[config.mk]
export PLATFORM = sky130hd
export DESIGN_NAME = vwm_engine
export DESIGN_NICKNAME = d
export VERILOG_FILES = /design/src/rtl/vwm_pkg.sv /design/src/rtl/vwm_engine.sv
export SDC_FILE = /design/constraint.sdc
export NUM_CORES = 1
export LEC_CHECK = 0
export BUFFER_PORTS_ARGS = -buffer_cell sky130_fd_sc_hd__buf_4
export CAP_MARGIN = 20
export CORE_MARGIN = 3
export CORE_UTILIZATION = 53
export CTS_CLUSTER_SIZE = 10
export DETAILED_ROUTE_END_ITERATION = 10
export HOLD_SLACK_MARGIN = 0.06
export PLACE_DENSITY = 0.78
export SETUP_SLACK_MARGIN = 0.02
export SLEW_MARGIN = 20
export SYNTH_ARGS = -nofsm -noshare
export SYNTH_HDL_FRONTEND = slang
export SYNTH_SLANG_ARGS = --single-unit
[constraint.sdc]
create_clock -name clk -period 5.35 [get_ports clk]
set_input_delay 0.2675 -clock clk [delete_from_list [all_inputs] [get_ports clk]]
set_output_delay 0.2675 -clock clk [all_outputs]
set_load 0.05 [all_outputs]
[src/rtl/vwm_pkg.sv]
`timescale 1ns / 1ps
// ----------------------------------------------------------------------------
// vwm_pkg: shared types and constants of the variant window matcher
// Item and result layouts, table entry layout, register map and sequencer
// states used by the matcher modules.
// ----------------------------------------------------------------------------
package vwm_pkg;

  localparam int TABLE_DEPTH = 4096;
  localparam int ADDR_W      = (TABLE_DEPTH > 1) ? $clog2(TABLE_DEPTH) : 1;
  localparam int COUNT_W     = ADDR_W + 1;

  localparam int CHROM_W = 7;
  localparam int POS_W   = 30;
  localparam int LEN_W   = 20;
  localparam int WIN_W   = 16;

  // Item function codes.
  localparam logic FUNC_LOAD  = 1'b0;
  localparam logic FUNC_QUERY = 1'b1;

  // Register word index, taken from paddr[2].
  localparam logic REG_WINDOW_BP         = 1'b0;
  localparam logic REG_REQUIRE_SAME_SIZE = 1'b1;

  localparam logic [WIN_W-1:0] WINDOW_BP_RESET = 16'd10;
  localparam logic             REQUIRE_SAME_SIZE_RESET = 1'b1;

  typedef enum logic [1:0] {
    EV_SNP = 2'd0,
    EV_INS = 2'd1,
    EV_DEL = 2'd2,
    EV_RPL = 2'd3
  } ev_type_t;

  typedef enum logic [2:0] {
    ST_IDLE,
    ST_PREP,
    ST_SEARCH,
    ST_SCAN,
    ST_REPLY
  } state_t;

  typedef struct packed {
    logic               func;
    logic [CHROM_W-1:0] chromosome;
    logic [POS_W-1:0]   position;
    logic [LEN_W-1:0]   ref_length;
    logic [LEN_W-1:0]   alt_length;
    logic               first_base_equal;
  } req_item_t;

  typedef struct packed {
    logic found;
    logic load_rejected;
  } rsp_item_t;

  typedef struct packed {
    logic [CHROM_W-1:0] chromosome;
    logic [POS_W-1:0]   position;
    ev_type_t           etype;
    logic [LEN_W-1:0]   size;
  } entry_t;

  typedef struct packed {
    logic [WIN_W-1:0] window_bp;
    logic             require_same_size;
  } cfg_t;

  typedef struct packed {
    logic              wr_en;
    logic [ADDR_W-1:0] wr_addr;
    entry_t            wr_data;
    logic              rd_en;
    logic [ADDR_W-1:0] rd_addr;
  } mem_req_t;

endpackage

[src/rtl/vwm_engine.sv]
`timescale 1ns / 1ps
// ----------------------------------------------------------------------------
// vwm_engine: load, lower-bound search and window scan sequencer
// Takes one item at a time, appends loads to the table and runs queries as
// a binary search followed by a forward scan, one table read per cycle.
// ----------------------------------------------------------------------------
module vwm_engine (
  input  logic               clk,
  input  logic               rst,
  input  vwm_pkg::cfg_t      cfg,
  input  logic               req_valid,
  output logic               req_stall,
  input  vwm_pkg::req_item_t req_item,
  output logic               res_valid,
  input  logic               res_ready,
  output vwm_pkg::rsp_item_t res_item,
  output vwm_pkg::mem_req_t  mem_req,
  input  vwm_pkg::entry_t    rd_data
);

  import vwm_pkg::*;

  function automatic ev_type_t classify(input logic [LEN_W-1:0] rl,
                                        input logic [LEN_W-1:0] al,
                                        input logic fe);
    ev_type_t t;
    t = EV_RPL;
    if (rl == LEN_W'(1)) begin
      if (al == LEN_W'(1)) begin
        t = EV_SNP;
      end else if (al > LEN_W'(1) && fe) begin
        t = EV_INS;
      end
    end else if (rl > LEN_W'(1) && al == LEN_W'(1) && fe) begin
      t = EV_DEL;
    end
    return t;
  endfunction

  state_t state, state_next;

  logic [COUNT_W-1:0] entry_count;

  logic               q_func;
  logic [CHROM_W-1:0] q_chrom;
  logic [POS_W-1:0]   q_pos;
  logic [POS_W-1:0]   q_low;
  ev_type_t           q_type;
  logic [LEN_W-1:0]   q_size;
  logic [COUNT_W-1:0] first;
  logic [COUNT_W-1:0] span;
  logic [ADDR_W-1:0]  probe;
  logic               found;
  logic               rejected;

  logic               table_full;
  logic [POS_W:0]     low_diff;
  logic [POS_W-1:0]   low_clamp;
  logic [COUNT_W-1:0] count_half;
  logic               e_less;
  logic [COUNT_W-1:0] half;
  logic [COUNT_W-1:0] probe_inc;
  logic [COUNT_W-1:0] first_next;
  logic [COUNT_W-1:0] span_next;
  logic [COUNT_W-1:0] mid_next;
  logic [POS_W-1:0]   pos_gap;
  logic               in_window;
  logic               same_kind;
  logic               scan_more;

  assign table_full = (entry_count == COUNT_W'(TABLE_DEPTH));
  assign count_half = entry_count >> 1;

  // Lower search bound, clamped at position one.
  assign low_diff  = {1'b0, q_pos} - (POS_W + 1)'(cfg.window_bp);
  assign low_clamp = (q_pos <= POS_W'(cfg.window_bp)) ? POS_W'(1) : low_diff[POS_W-1:0];

  // One halving step of the lower-bound search on the entry just read.
  assign e_less     = {rd_data.chromosome, rd_data.position} < {q_chrom, q_low};
  assign half       = span >> 1;
  assign probe_inc  = {1'b0, probe} + COUNT_W'(1);
  assign first_next = e_less ? probe_inc : first;
  assign span_next  = e_less ? (span - half - COUNT_W'(1)) : half;
  assign mid_next   = first_next + (span_next >> 1);

  // Window test and match test on the scanned entry.
  assign pos_gap   = (rd_data.position >= q_pos) ? (rd_data.position - q_pos)
                                                 : (q_pos - rd_data.position);
  assign in_window = (rd_data.chromosome == q_chrom) && (pos_gap < POS_W'(cfg.window_bp));
  assign same_kind = (rd_data.etype == q_type) &&
                     (!cfg.require_same_size || (rd_data.size == q_size));
  assign scan_more = in_window && !same_kind && (probe_inc < entry_count);

  always_comb begin
    state_next = state;
    case (state)
      ST_IDLE: begin
        if (req_valid) begin
          state_next = ST_PREP;
        end
      end
      ST_PREP: begin
        if (q_func == FUNC_LOAD || entry_count == '0) begin
          state_next = ST_REPLY;
        end else begin
          state_next = ST_SEARCH;
        end
      end
      ST_SEARCH: begin
        if (span_next != '0) begin
          state_next = ST_SEARCH;
        end else if (first_next >= entry_count) begin
          state_next = ST_REPLY;
        end else begin
          state_next = ST_SCAN;
        end
      end
      ST_SCAN: begin
        if (!scan_more) begin
          state_next = ST_REPLY;
        end
      end
      ST_REPLY: begin
        if (res_ready) begin
          state_next = ST_IDLE;
        end
      end
      default: begin
        state_next = ST_IDLE;
      end
    endcase
  end

  always_comb begin
    req_stall              = (state != ST_IDLE);
    res_valid              = (state == ST_REPLY);
    res_item.found         = found;
    res_item.load_rejected = rejected;
    mem_req.wr_en          = 1'b0;
    mem_req.wr_addr        = entry_count[ADDR_W-1:0];
    mem_req.wr_data        = '{chromosome: q_chrom, position: q_pos,
                               etype: q_type, size: q_size};
    mem_req.rd_en          = 1'b0;
    mem_req.rd_addr        = count_half[ADDR_W-1:0];
    case (state)
      ST_PREP: begin
        if (q_func == FUNC_LOAD) begin
          mem_req.wr_en = !table_full;
        end else begin
          mem_req.rd_en = (entry_count != '0);
        end
      end
      ST_SEARCH: begin
        if (span_next != '0) begin
          mem_req.rd_en   = 1'b1;
          mem_req.rd_addr = mid_next[ADDR_W-1:0];
        end else begin
          mem_req.rd_en   = (first_next < entry_count);
          mem_req.rd_addr = first_next[ADDR_W-1:0];
        end
      end
      ST_SCAN: begin
        mem_req.rd_en   = scan_more;
        mem_req.rd_addr = probe_inc[ADDR_W-1:0];
      end
      default: begin
      end
    endcase
  end

  always_ff @(posedge clk) begin
    if (rst) begin
      state       <= ST_IDLE;
      entry_count <= '0;
    end else begin
      state <= state_next;
      if (state == ST_PREP && q_func == FUNC_LOAD && !table_full) begin
        entry_count <= entry_count + COUNT_W'(1);
      end
    end
  end

  always_ff @(posedge clk) begin
    case (state)
      ST_IDLE: begin
        if (req_valid) begin
          q_func  <= req_item.func;
          q_chrom <= req_item.chromosome;
          q_pos   <= req_item.position;
          q_type  <= classify(req_item.ref_length, req_item.alt_length,
                              req_item.first_base_equal);
          q_size  <= (req_item.ref_length >= req_item.alt_length)
                     ? (req_item.ref_length - req_item.alt_length)
                     : (req_item.alt_length - req_item.ref_length);
        end
      end
      ST_PREP: begin
        q_low    <= low_clamp;
        found    <= 1'b0;
        rejected <= (q_func == FUNC_LOAD) && table_full;
        first    <= '0;
        span     <= entry_count;
        probe    <= count_half[ADDR_W-1:0];
      end
      ST_SEARCH: begin
        first <= first_next;
        span  <= span_next;
        probe <= (span_next != '0) ? mid_next[ADDR_W-1:0] : first_next[ADDR_W-1:0];
      end
      ST_SCAN: begin
        if (in_window && same_kind) begin
          found <= 1'b1;
        end
        probe <= probe_inc[ADDR_W-1:0];
      end
      default: begin
      end
    endcase
  end

endmodule

* After elaboration in Yosys (flattened, before gate mapping) *
Cells that the tools add are included.

word-level totals
  register bits after elaboration = 146
  bits of input ports = 159
  output and inout port bits = 89
  word-level logic and storage cells = 102

cells by class
  $add $sub $neg = 10
  order comparisons = 10
  eq/ne operators = 14
  multiplexer cells = 27
  bitwise gates (word level) = 1
  reductions and logical operators = 27

operators by type and width
  kind                                                            count
  subtractor 30 bit                                               2
  one-hot mux 13 bit (2 select lines)                             2
  equality test 20 x 1 -> 1 bit, second input constant            2
  greater-than comparator 20 x 1 -> 1 bit, second input constant  2
  subtractor 20 bit                                               2
  2-to-1 mux 13 bit                                               3
  less-than comparator 37 bit                                     1
  one-hot mux 12 bit (3 select lines)                             1
  >= comparator 30 bit                                            1
  less-or-equal comparator 30 x 16 -> 1 bit                       1
  less-than comparator 30 x 16 -> 1 bit                           1
  2-to-1 mux 30 bit                                               1
  subtractor 30 x 16 -> 30 bit                                    1
  less-than comparator 13 bit                                     2
  nonzero test 13 bit                                             2
  one-hot mux 12 bit (2 select lines)                             1
  equality test 20 bit                                            1
  >= comparator 20 bit                                            1
  2-to-1 mux 20 bit                                               1
  2-to-1 mux 3 bit                                                6
  one-hot mux 3 bit (5 select lines)                              1
  adder 12 x 1 -> 13 bit, second input constant                   1
  adder 13 x 1 -> 13 bit, second input constant                   1
  equality test 13 bit, second input constant                     1
  other kinds (26)                                                51

* Depth between registers and ports, before layout *
Gate-level depths: netlist of run 1.

  word-level depth = 8
  gate-level depth with buffers = 27
  mapped depth without buffers = 25

* Least setup slack after synthesis of run 1 *
OpenSTA, ideal clock, no wires.

  path type = flip-flop to flip-flop
  from = reg q_chrom[1]
  to = reg probe[10] (data pin)
  arrival time = 5945 ps
  data required time = 4931 ps
  path slack = -1014 ps
  cell stages (with the launch flop) = 27
  path buffers = 3
  period minus slack after synthesis = 6364 ps
  cell sequence = edfxtp_1 inv_1 ha_1 a21o_1 a21oi_1 nor2_1 a211oi_1 o211ai_1 a211oi_1 and2_1 clkbuf_1 buf_1 clkbuf_1 nand2_1 o21ai_0 ha_1 a21oi_1 nor2_1 nor2_1 o21bai_1 a21oi_1 o21ai_0 a21o_1 a21oi_1 xnor2_1 a21oi_1 o21ai_0

on the way
  cells in the longest elaborated chain, start to end = 5
  elaborated cells between the ends (all ways) = 7
  classes of those cells = add/sub (1); order compare (1); mux (4); reduce/logical (1)

RTL lines
  item                                                        line                                 text
  start, declared                                             vwm_engine.sv:45                     logic [CHROM_W-1:0] q_chrom;
  start signal, assigned                                      vwm_engine.sv:188                    q_chrom <= req_item.chromosome;
  less-than comparator 37 bit (*)                             vwm_engine.sv:79                     assign e_less = {rd_data.chromosome, rd_data.position} < {q_chrom, q_low};
  2-to-1 mux 13 bit, on equally long branches                 vwm_engine.sv:82, vwm_engine.sv:83
  adder 12 bit / nonzero test 13 bit (equally long branches)  vwm_engine.sv:84, vwm_engine.sv:208
  2-to-1 mux 12 bit (*)                                       vwm_engine.sv:208                    probe <= (span_next != '0) ? mid_next[ADDR_W-1:0] : first_next[ADDR_W-1:0];
  one-hot mux 12 bit (3 select lines) (*)                     vwm_engine.sv:184                    case (state)
  end signal, assigned                                        vwm_engine.sv:203                    probe <= count_half[ADDR_W-1:0];
  end signal, assigned                                        vwm_engine.sv:208
  end signal, assigned                                        vwm_engine.sv:214                    probe <= probe_inc[ADDR_W-1:0];
  end, declared                                               vwm_engine.sv:52                     logic [ADDR_W-1:0] probe;

Every way passes the cells marked *; elsewhere a longest branch is shown, timed or not.
A chain may end at the register's enable or synchronous reset.

==> reports/qor.csv, run 1 <==
metric,value,unit
status,"finished, violations left",
failing checks,setup timing,
clk_skew,0.0163,ns
first-pass GRT wire length,80900,um
Top delay family on crit path,simple AND/OR/NAND/NOR gates,
crit-path max FO,6,
Area Growth Syn to Fin,28.4,%
max incr delay on CP,0.43,ns
setup TNS,-0.512,ns
WHS,0.0977,ns
Yosys Warn Count,0,
CP max stage cell,or4_4,
Rows,62,
DR WL/cell,20.8,um
clock tree buffer depth,2,
Gate Count Post-Synth,1842,
Pre-Repair DR Iteration Count,5,
Fill cells,2266,
WS Path Type,register to output pin,
CTS H-tree lvls,4,
worst setup margin,-0.410,ns
VDD IR max,0.000236,V
Max Cap Violations,0,
Finished Core Util,0.695,
Post-DRT Antenna Nets,0,
crit start category,register,
Non-Filler Instances,2595,
Core Area,28900,um2
sequential area share after synthesis,0.271,
crit path DAT,5.49,ns
"Top FF cell, synth",edfxtp_1,
max_slew headroom,0.234,
Die Ht,178,um
Mapped Nets,2224,
Synth top area share,0.250,
share of layout cells above drive strength 1,0.234,
DRT Wirelength,53900,um
cts bufs inserted,17,
grt total ovfl,0,
final hold vios,0,
Final #Nets,2578,
total track usage,0.327,
IO buf count,247,
most frequent cell after synthesis,inv_1,
Avg Inst Size Synth,8.48,um2
"EDFF count, synth",130,
Min-Delay Path Class,input port to register,
Post-synth top cells,"inv_1, ha_1, a21oi_1, edfxtp_1, nor2_1",
die area,31600,um2
Unique masters post-synth,80,
Cells after DPL,2505,
Cell Pwr Density,245,nW/um2
pre-CTS WS,-0.0785,ns
mapped cell area,15600,um2
via count,15700,
pin count of the biggest net entering global routing,46,
period utilisation layout,1.08,
final setup violation count,2,
Critical path buffers and inverters,2,
TritonCTS clock tree,built,
via/cell ratio,6.06,
number of global-route vias before repair,15200,
"Reg clk slew, reported paths",0.08,ns
initial core utilization,0.541,
critical path cell sequence,ha_1 > inv_1 > fa_2 > a41o_1 > a221oi_2 > nor3_2 > or4_4 > and4_4 > nor2_8 > mux2i_1 > xnor2_1 > ha_1 > o21a_1 > o211ai_1 > a21oi_1 > o41ai_2 > a31oi_1 > nor4_1 > nand4b_1 > nor4_4 > nand4_2 > o211ai_1 > buf_4,
Tmin final,5.76,ns
CTS root buf,clkbuf_16,
crit path capture type,output pin,
Synth area leader,edfxtp_1,
number of synthesized register bits,146,
Slew @ Worst Pin,1.14,ns
Slew Limit Fails,0,
Static Leak,9.29,nW
RSZ-0062 raised after global routing,true,
top area cells in the synthesized netlist,"edfxtp_1, ha_1, inv_1",
First DRT Iteration DRCs,1570,
"Clk Latency, worst-skew pair",0.46,ns
initial antenna violation count,1,
DP HPWL,42000,um
RD Place Congestion,1.01,
clock sinks,146,
fmax,0.174,GHz
asr flop ratio synth,0,
Ports,248,
Worst EP required,5.08,ns
DIE WIDTH,178,um
drc violations,0,
==> state kept, by name (all words and copies together) (netlist names) <==
| register | cells |
|---|---|
| q_low | 30 |
| q_pos | 30 |
| q_size | 20 |
| entry_count | 13 |
| first | 13 |
| span | 13 |
| probe | 12 |
| q_chrom | 7 |
| state | 3 |
| q_type | 2 |
| found | 1 |
| q_func | 1 |
| rejected | 1 |
==> logic make-up (layout without fill, tap and decap cells) <==
| group | after synthesis | in the layout | share of synthesized area |
|---|---|---|---|
| AOI/OAI and AO/OA | 510 | 510 | 0.209 |
| and+or+nand+nor | 494 | 494 | 0.162 |
| buffers and inverters | 307 | 674 | 0.0797 |
| adders and majority gates | 223 | 223 | 0.182 |
| DFF | 146 | 146 | 0.271 |
| xor gates and xnor gates | 116 | 116 | 0.0651 |
| muxes | 46 | 46 | 0.0316 |
| other | 0 | 2 | 0 |
==> power by group <==
group | total [mW] | internal (mW) | leakage, nW | switching (mW)
Sequential | 1.41 | 1.35 | 1.36 | 0.0603
Clock | 1.25 | 0.681 | 0.291 | 0.566
Combinational | 2.25 | 0.961 | 7.63 | 1.29
==> worst reg2reg max path, cell delays in order (launching register included) <==
cell and delay (ns):
edfxtp_1 0.36, ha_1 0.18, inv_1 0.06, fa_2 0.35
a41o_1 0.20, a221oi_2 0.34, nor3_2 0.09, or4_4 0.43
and4_4 0.24, nor2_8 0.14, mux2i_1 0.24, xnor2_1 0.14
ha_1 0.24, o21a_1 0.11, o211ai_1 0.15, a21oi_1 0.13
o41ai_2 0.30, a31oi_1 0.16, nor4_1 0.19, nand4b_1 0.20
nor4_4 0.21, nand4_1 0.23, o21ai_1 0.21
==> layout by cell type (no fill, tap or decap), types with 47 or more instances in the layout <==
cell	count
a21oi_1	134
o21ai_0	94
ha_1	205
a21o_1	62
nand4_1	47
buf_4	368
xnor2_1	83
inv_1	220
edfxtp_1	130
nand2_1	108
nor2_1	114
==> stage by stage <==
step                      power [mW]  cell area (um2)
after floorplan                 2.74            15700
after global placement          3.39            18500
after detailed placement        3.43            18500
after CTS                       4.75            19600
after global routing            5.14            20000
final                           4.91            20000
==> routing by layer <==
layer / track usage / wire length, um / up-vias
met4: 0.101 / 1420 / 0
met3: 0.0582 / 4850 / 99
met5: 0 / 0 / -
li1: - / - / 7334
met2: 0.556 / 25700 / 832
met1: 0.424 / 21900 / 7452
==> final timing paths <==
kind	cells after the start	endpoint	start	slack [ns]
worst max register to register	22	found	q_pos[0]	0.20
worst min-delay path	2	q_type[1]	req_item[21]	0.1
worst max-delay path	23	mem_req[12]	q_pos[0]	-0.41
worst min register to register	1	rejected	q_func	0.59
==> repair_timing <==
| action | 4_1_cts | 5_1_grt |
|---|---|---|
| hold buffers | 38 | 0 |
| pin swaps | 18 | 42 |
| setup buffers | 7 | 14 |
| resized for setup | 29 | 60 |
| endpoints found under the setup margin | 7 | 14 |
| endpoints found under the hold margin | 38 | 0 |
==> cell type report <==
type / count / area (um2) / share of cell area
Multi-Input combinational cell: 1389 / 10600 / 0.530
Sequential cell: 146 / 4220 / 0.211
Timing Repair Buffer: 415 / 3270 / 0.163
Inverter: 227 / 852 / 0.0425
Tap cell: 384 / 480 / 0.0240
Clock buffer: 19 / 453 / 0.0226
Clock inverter: 13 / 138 / 0.00687
Antenna cell: 2 / 5.00 / 0.000250
Power figures use the tool's default switching activity.
==> inputs of run 2 (changes only) <==
- PLACE_DENSITY: 0.78 -> 0.77
==> run 2 against run 1 <==
Net effect: the flow still finishes with violations (setup timing); highest routed layer is now met5; critical path depth grew 7; largest cell class unchanged; worst hold slack got worse by 0.0015 ns; clock skew is 0.0052 ns higher; total power increased by 0.82%; critical path type is now register to register; utilization increased by 0.74 points; via count rose by 1.1%; sequential power barely moved.
==> reports/qor.csv, run 2 (synthesis results as in run 1) <==
metric,value,unit,change
grt total ovfl,0,,unchanged
"Reg clk slew, reported paths",0.08,ns,about the same
Core Area,28900,um2,unchanged
"commonest non-fill, non-tap cells in the layout","buf_4, inv_1, ha_1, a21oi_1, edfxtp_1",,unchanged
Met2 Wirelength,24800,um,was 25700 um
CTS H-tree lvls,4,,unchanged
pin count of the biggest net entering global routing,41,,was 46
Min-Delay Path Class,input port to register,,unchanged
Post-DRT Antenna Nets,0,,unchanged
TritonCTS clock tree,built,,unchanged
final hold vios,0,,unchanged
clock sinks,146,,unchanged
wire length on met3,4900,um,was 4850 um
initial antenna violation count,1,,unchanged
Tmin final,5.93,ns,was 5.76 ns
die area,31600,um2,unchanged
via count,15900,,was 15700
total power,4.95,mW,was 4.91 mW
Fill cells,2289,,was 2266
Static Leak,9.45,nW,was 9.29 nW
total track usage,0.332,,was 0.327
"Clk Latency, worst-skew pair",0.45,ns,was 0.46 ns
final setup violation count,7,,was 2
Hold Crit Depth,2,,unchanged
period utilisation layout,1.11,,was 1.08
Top Layer Used,met5,,was met4
met1 wire length,22200,um,was 21900 um
Worst EP required,5.70,ns,was 5.08 ns
Area Growth Syn to Fin,29.7,%,was 28.4%
share of layout cells above drive strength 1,0.245,,was 0.234
Die Ht,178,um,unchanged
crit-path max FO,6,,unchanged
n_diodes,0,,was 2
DP HPWL,42800,um,was 42000 um
RD Place Congestion,0.988,,was 1.01
Pre-Repair DR Iteration Count,5,,unchanged
crit start category,register,,unchanged
Cell Pwr Density,244,nW/um2,was 245 nW/um2
Final #Nets,2611,,was 2578
Finished Core Util,0.702,,was 0.695
number of global-route vias before repair,15400,,was 15200
DRT Wirelength,54300,um,was 53900 um
top flop regs,"q_low (30), q_pos (30), q_size (20)",,unchanged
max incr delay on CP,0.43,ns,about the same
via/cell ratio,6.05,,was 6.06
CTS root buf,clkbuf_16,,unchanged
First DRT Iteration DRCs,1564,,was 1570
RSZ-0062 raised after global routing,true,,unchanged
DIE WIDTH,178,um,unchanged
Ports,248,,unchanged
fmax,0.169,GHz,was 0.174 GHz
CP max stage cell,or4_4,,unchanged
worst setup margin,-0.582,ns,was -0.410 ns
Slew @ Worst Pin,1.09,ns,was 1.14 ns
IO buf count,247,,unchanged
Slew Limit Fails,0,,unchanged
drc violations,0,,unchanged
WS Path Type,register to register,,was register to output pin
cts bufs inserted,17,,unchanged
VDD IR max,0.000193,V,was 0.000236 V
Rows,62,,unchanged
failing checks,setup timing,,unchanged
clk_skew,0.0215,ns,was 0.0163 ns
initial core utilization,0.541,,unchanged
crit path DAT,6.29,ns,was 5.49 ns
R2R Setup Slk,-0.58,ns,was 0.20 ns
"most common cell after layout, fill and taps aside",buf_4,,unchanged
status,"finished, violations left",,unchanged
Worst R2R Path Depth,30,,was 22
first-pass GRT wire length,81700,um,was 80900 um
cell mode on critical path,buf_6,,
DR WL/cell,20.7,um,was 20.8 um
max_slew headroom,0.271,,was 0.234
clock tree buffer depth,2,,unchanged
Max Cap Violations,0,,unchanged
crit path capture type,register,,was output pin
-- run 2: cell count changes in the layout (fill, tap and decap cells not counted), sizes merged --
cell      change
diode         -2
clkinvlp      -1
buf          +33
inv           +3
bufinv        -1
clkbuf        -1
-- run 2: worst paths after layout --
check / start / endpoint
worst max register to register: q_pos[0] / state[2]
worst min register to register: entry_count[9] / entry_count[9]
worst min-delay path: req_item[21] / q_type[1]
worst max-delay path: q_pos[0] / state[2]
-- run 2: worst max-delay path: cells and delay by family, from the launching register on --
family	cells	cell delay [ns]
flops	1	0.36
mux	1	0.25
xor+xnor	1	0.14
fa+ha+maj	3	0.80
compound gates	8	1.57
buf+inv	9	1.05
simple gates	8	1.66
-- run 2: final cells by class --
cell class | instances | area (um2) | area share
clock inverter | 14 | 158 | 0.00778
multi-input combinational | 1389 | 10600 | 0.522
timing repair buffer | 448 | 3550 | 0.175
sequential | 146 | 4220 | 0.209
inverter | 227 | 852 | 0.0421
clock buffer | 18 | 429 | 0.0212
tap | 384 | 480 | 0.0237
-- run 2: through the flow --
stage	setup WS (ns)	setup TNS (ns)	hold WS (ns)	cell area, um2	cells
floorplan	-0.376	-0.386	0.366	15700	1842
global placement	-0.211	-0.340	0.446	18700	2528
detailed placement	-0.425	-1.33	0.447	18700	2528
CTS	-0.566	-0.619	0.0857	19900	2615
global route	-0.820	-3.94	0.0892	20300	2626
finish	-0.582	-2.23	0.0962	20300	2626
-- run 2: per-layer routing --
layer  up-vias  GRT usage
met3       167     0.0693
li1       7416          -
met5         -          0
met2       829      0.542
met1      7482      0.428
met4         2      0.139
-- run 2: power by group --
part / internal, mW / switching (mW)
combinational: 0.985 / 1.32
sequential: 1.35 / 0.0582
clock: 0.628 / 0.607
total: 2.96 / 1.99
-- run 2: what timing repair did --
item                                    CTS  global route
buffers inserted                         18            20
endpoints found under the setup margin   10            15
pin swaps                                14            36
hold buffers                             38             0
hold endpoints to repair                 38             0
gates resized for setup                  38            63
cloned                                    0             0
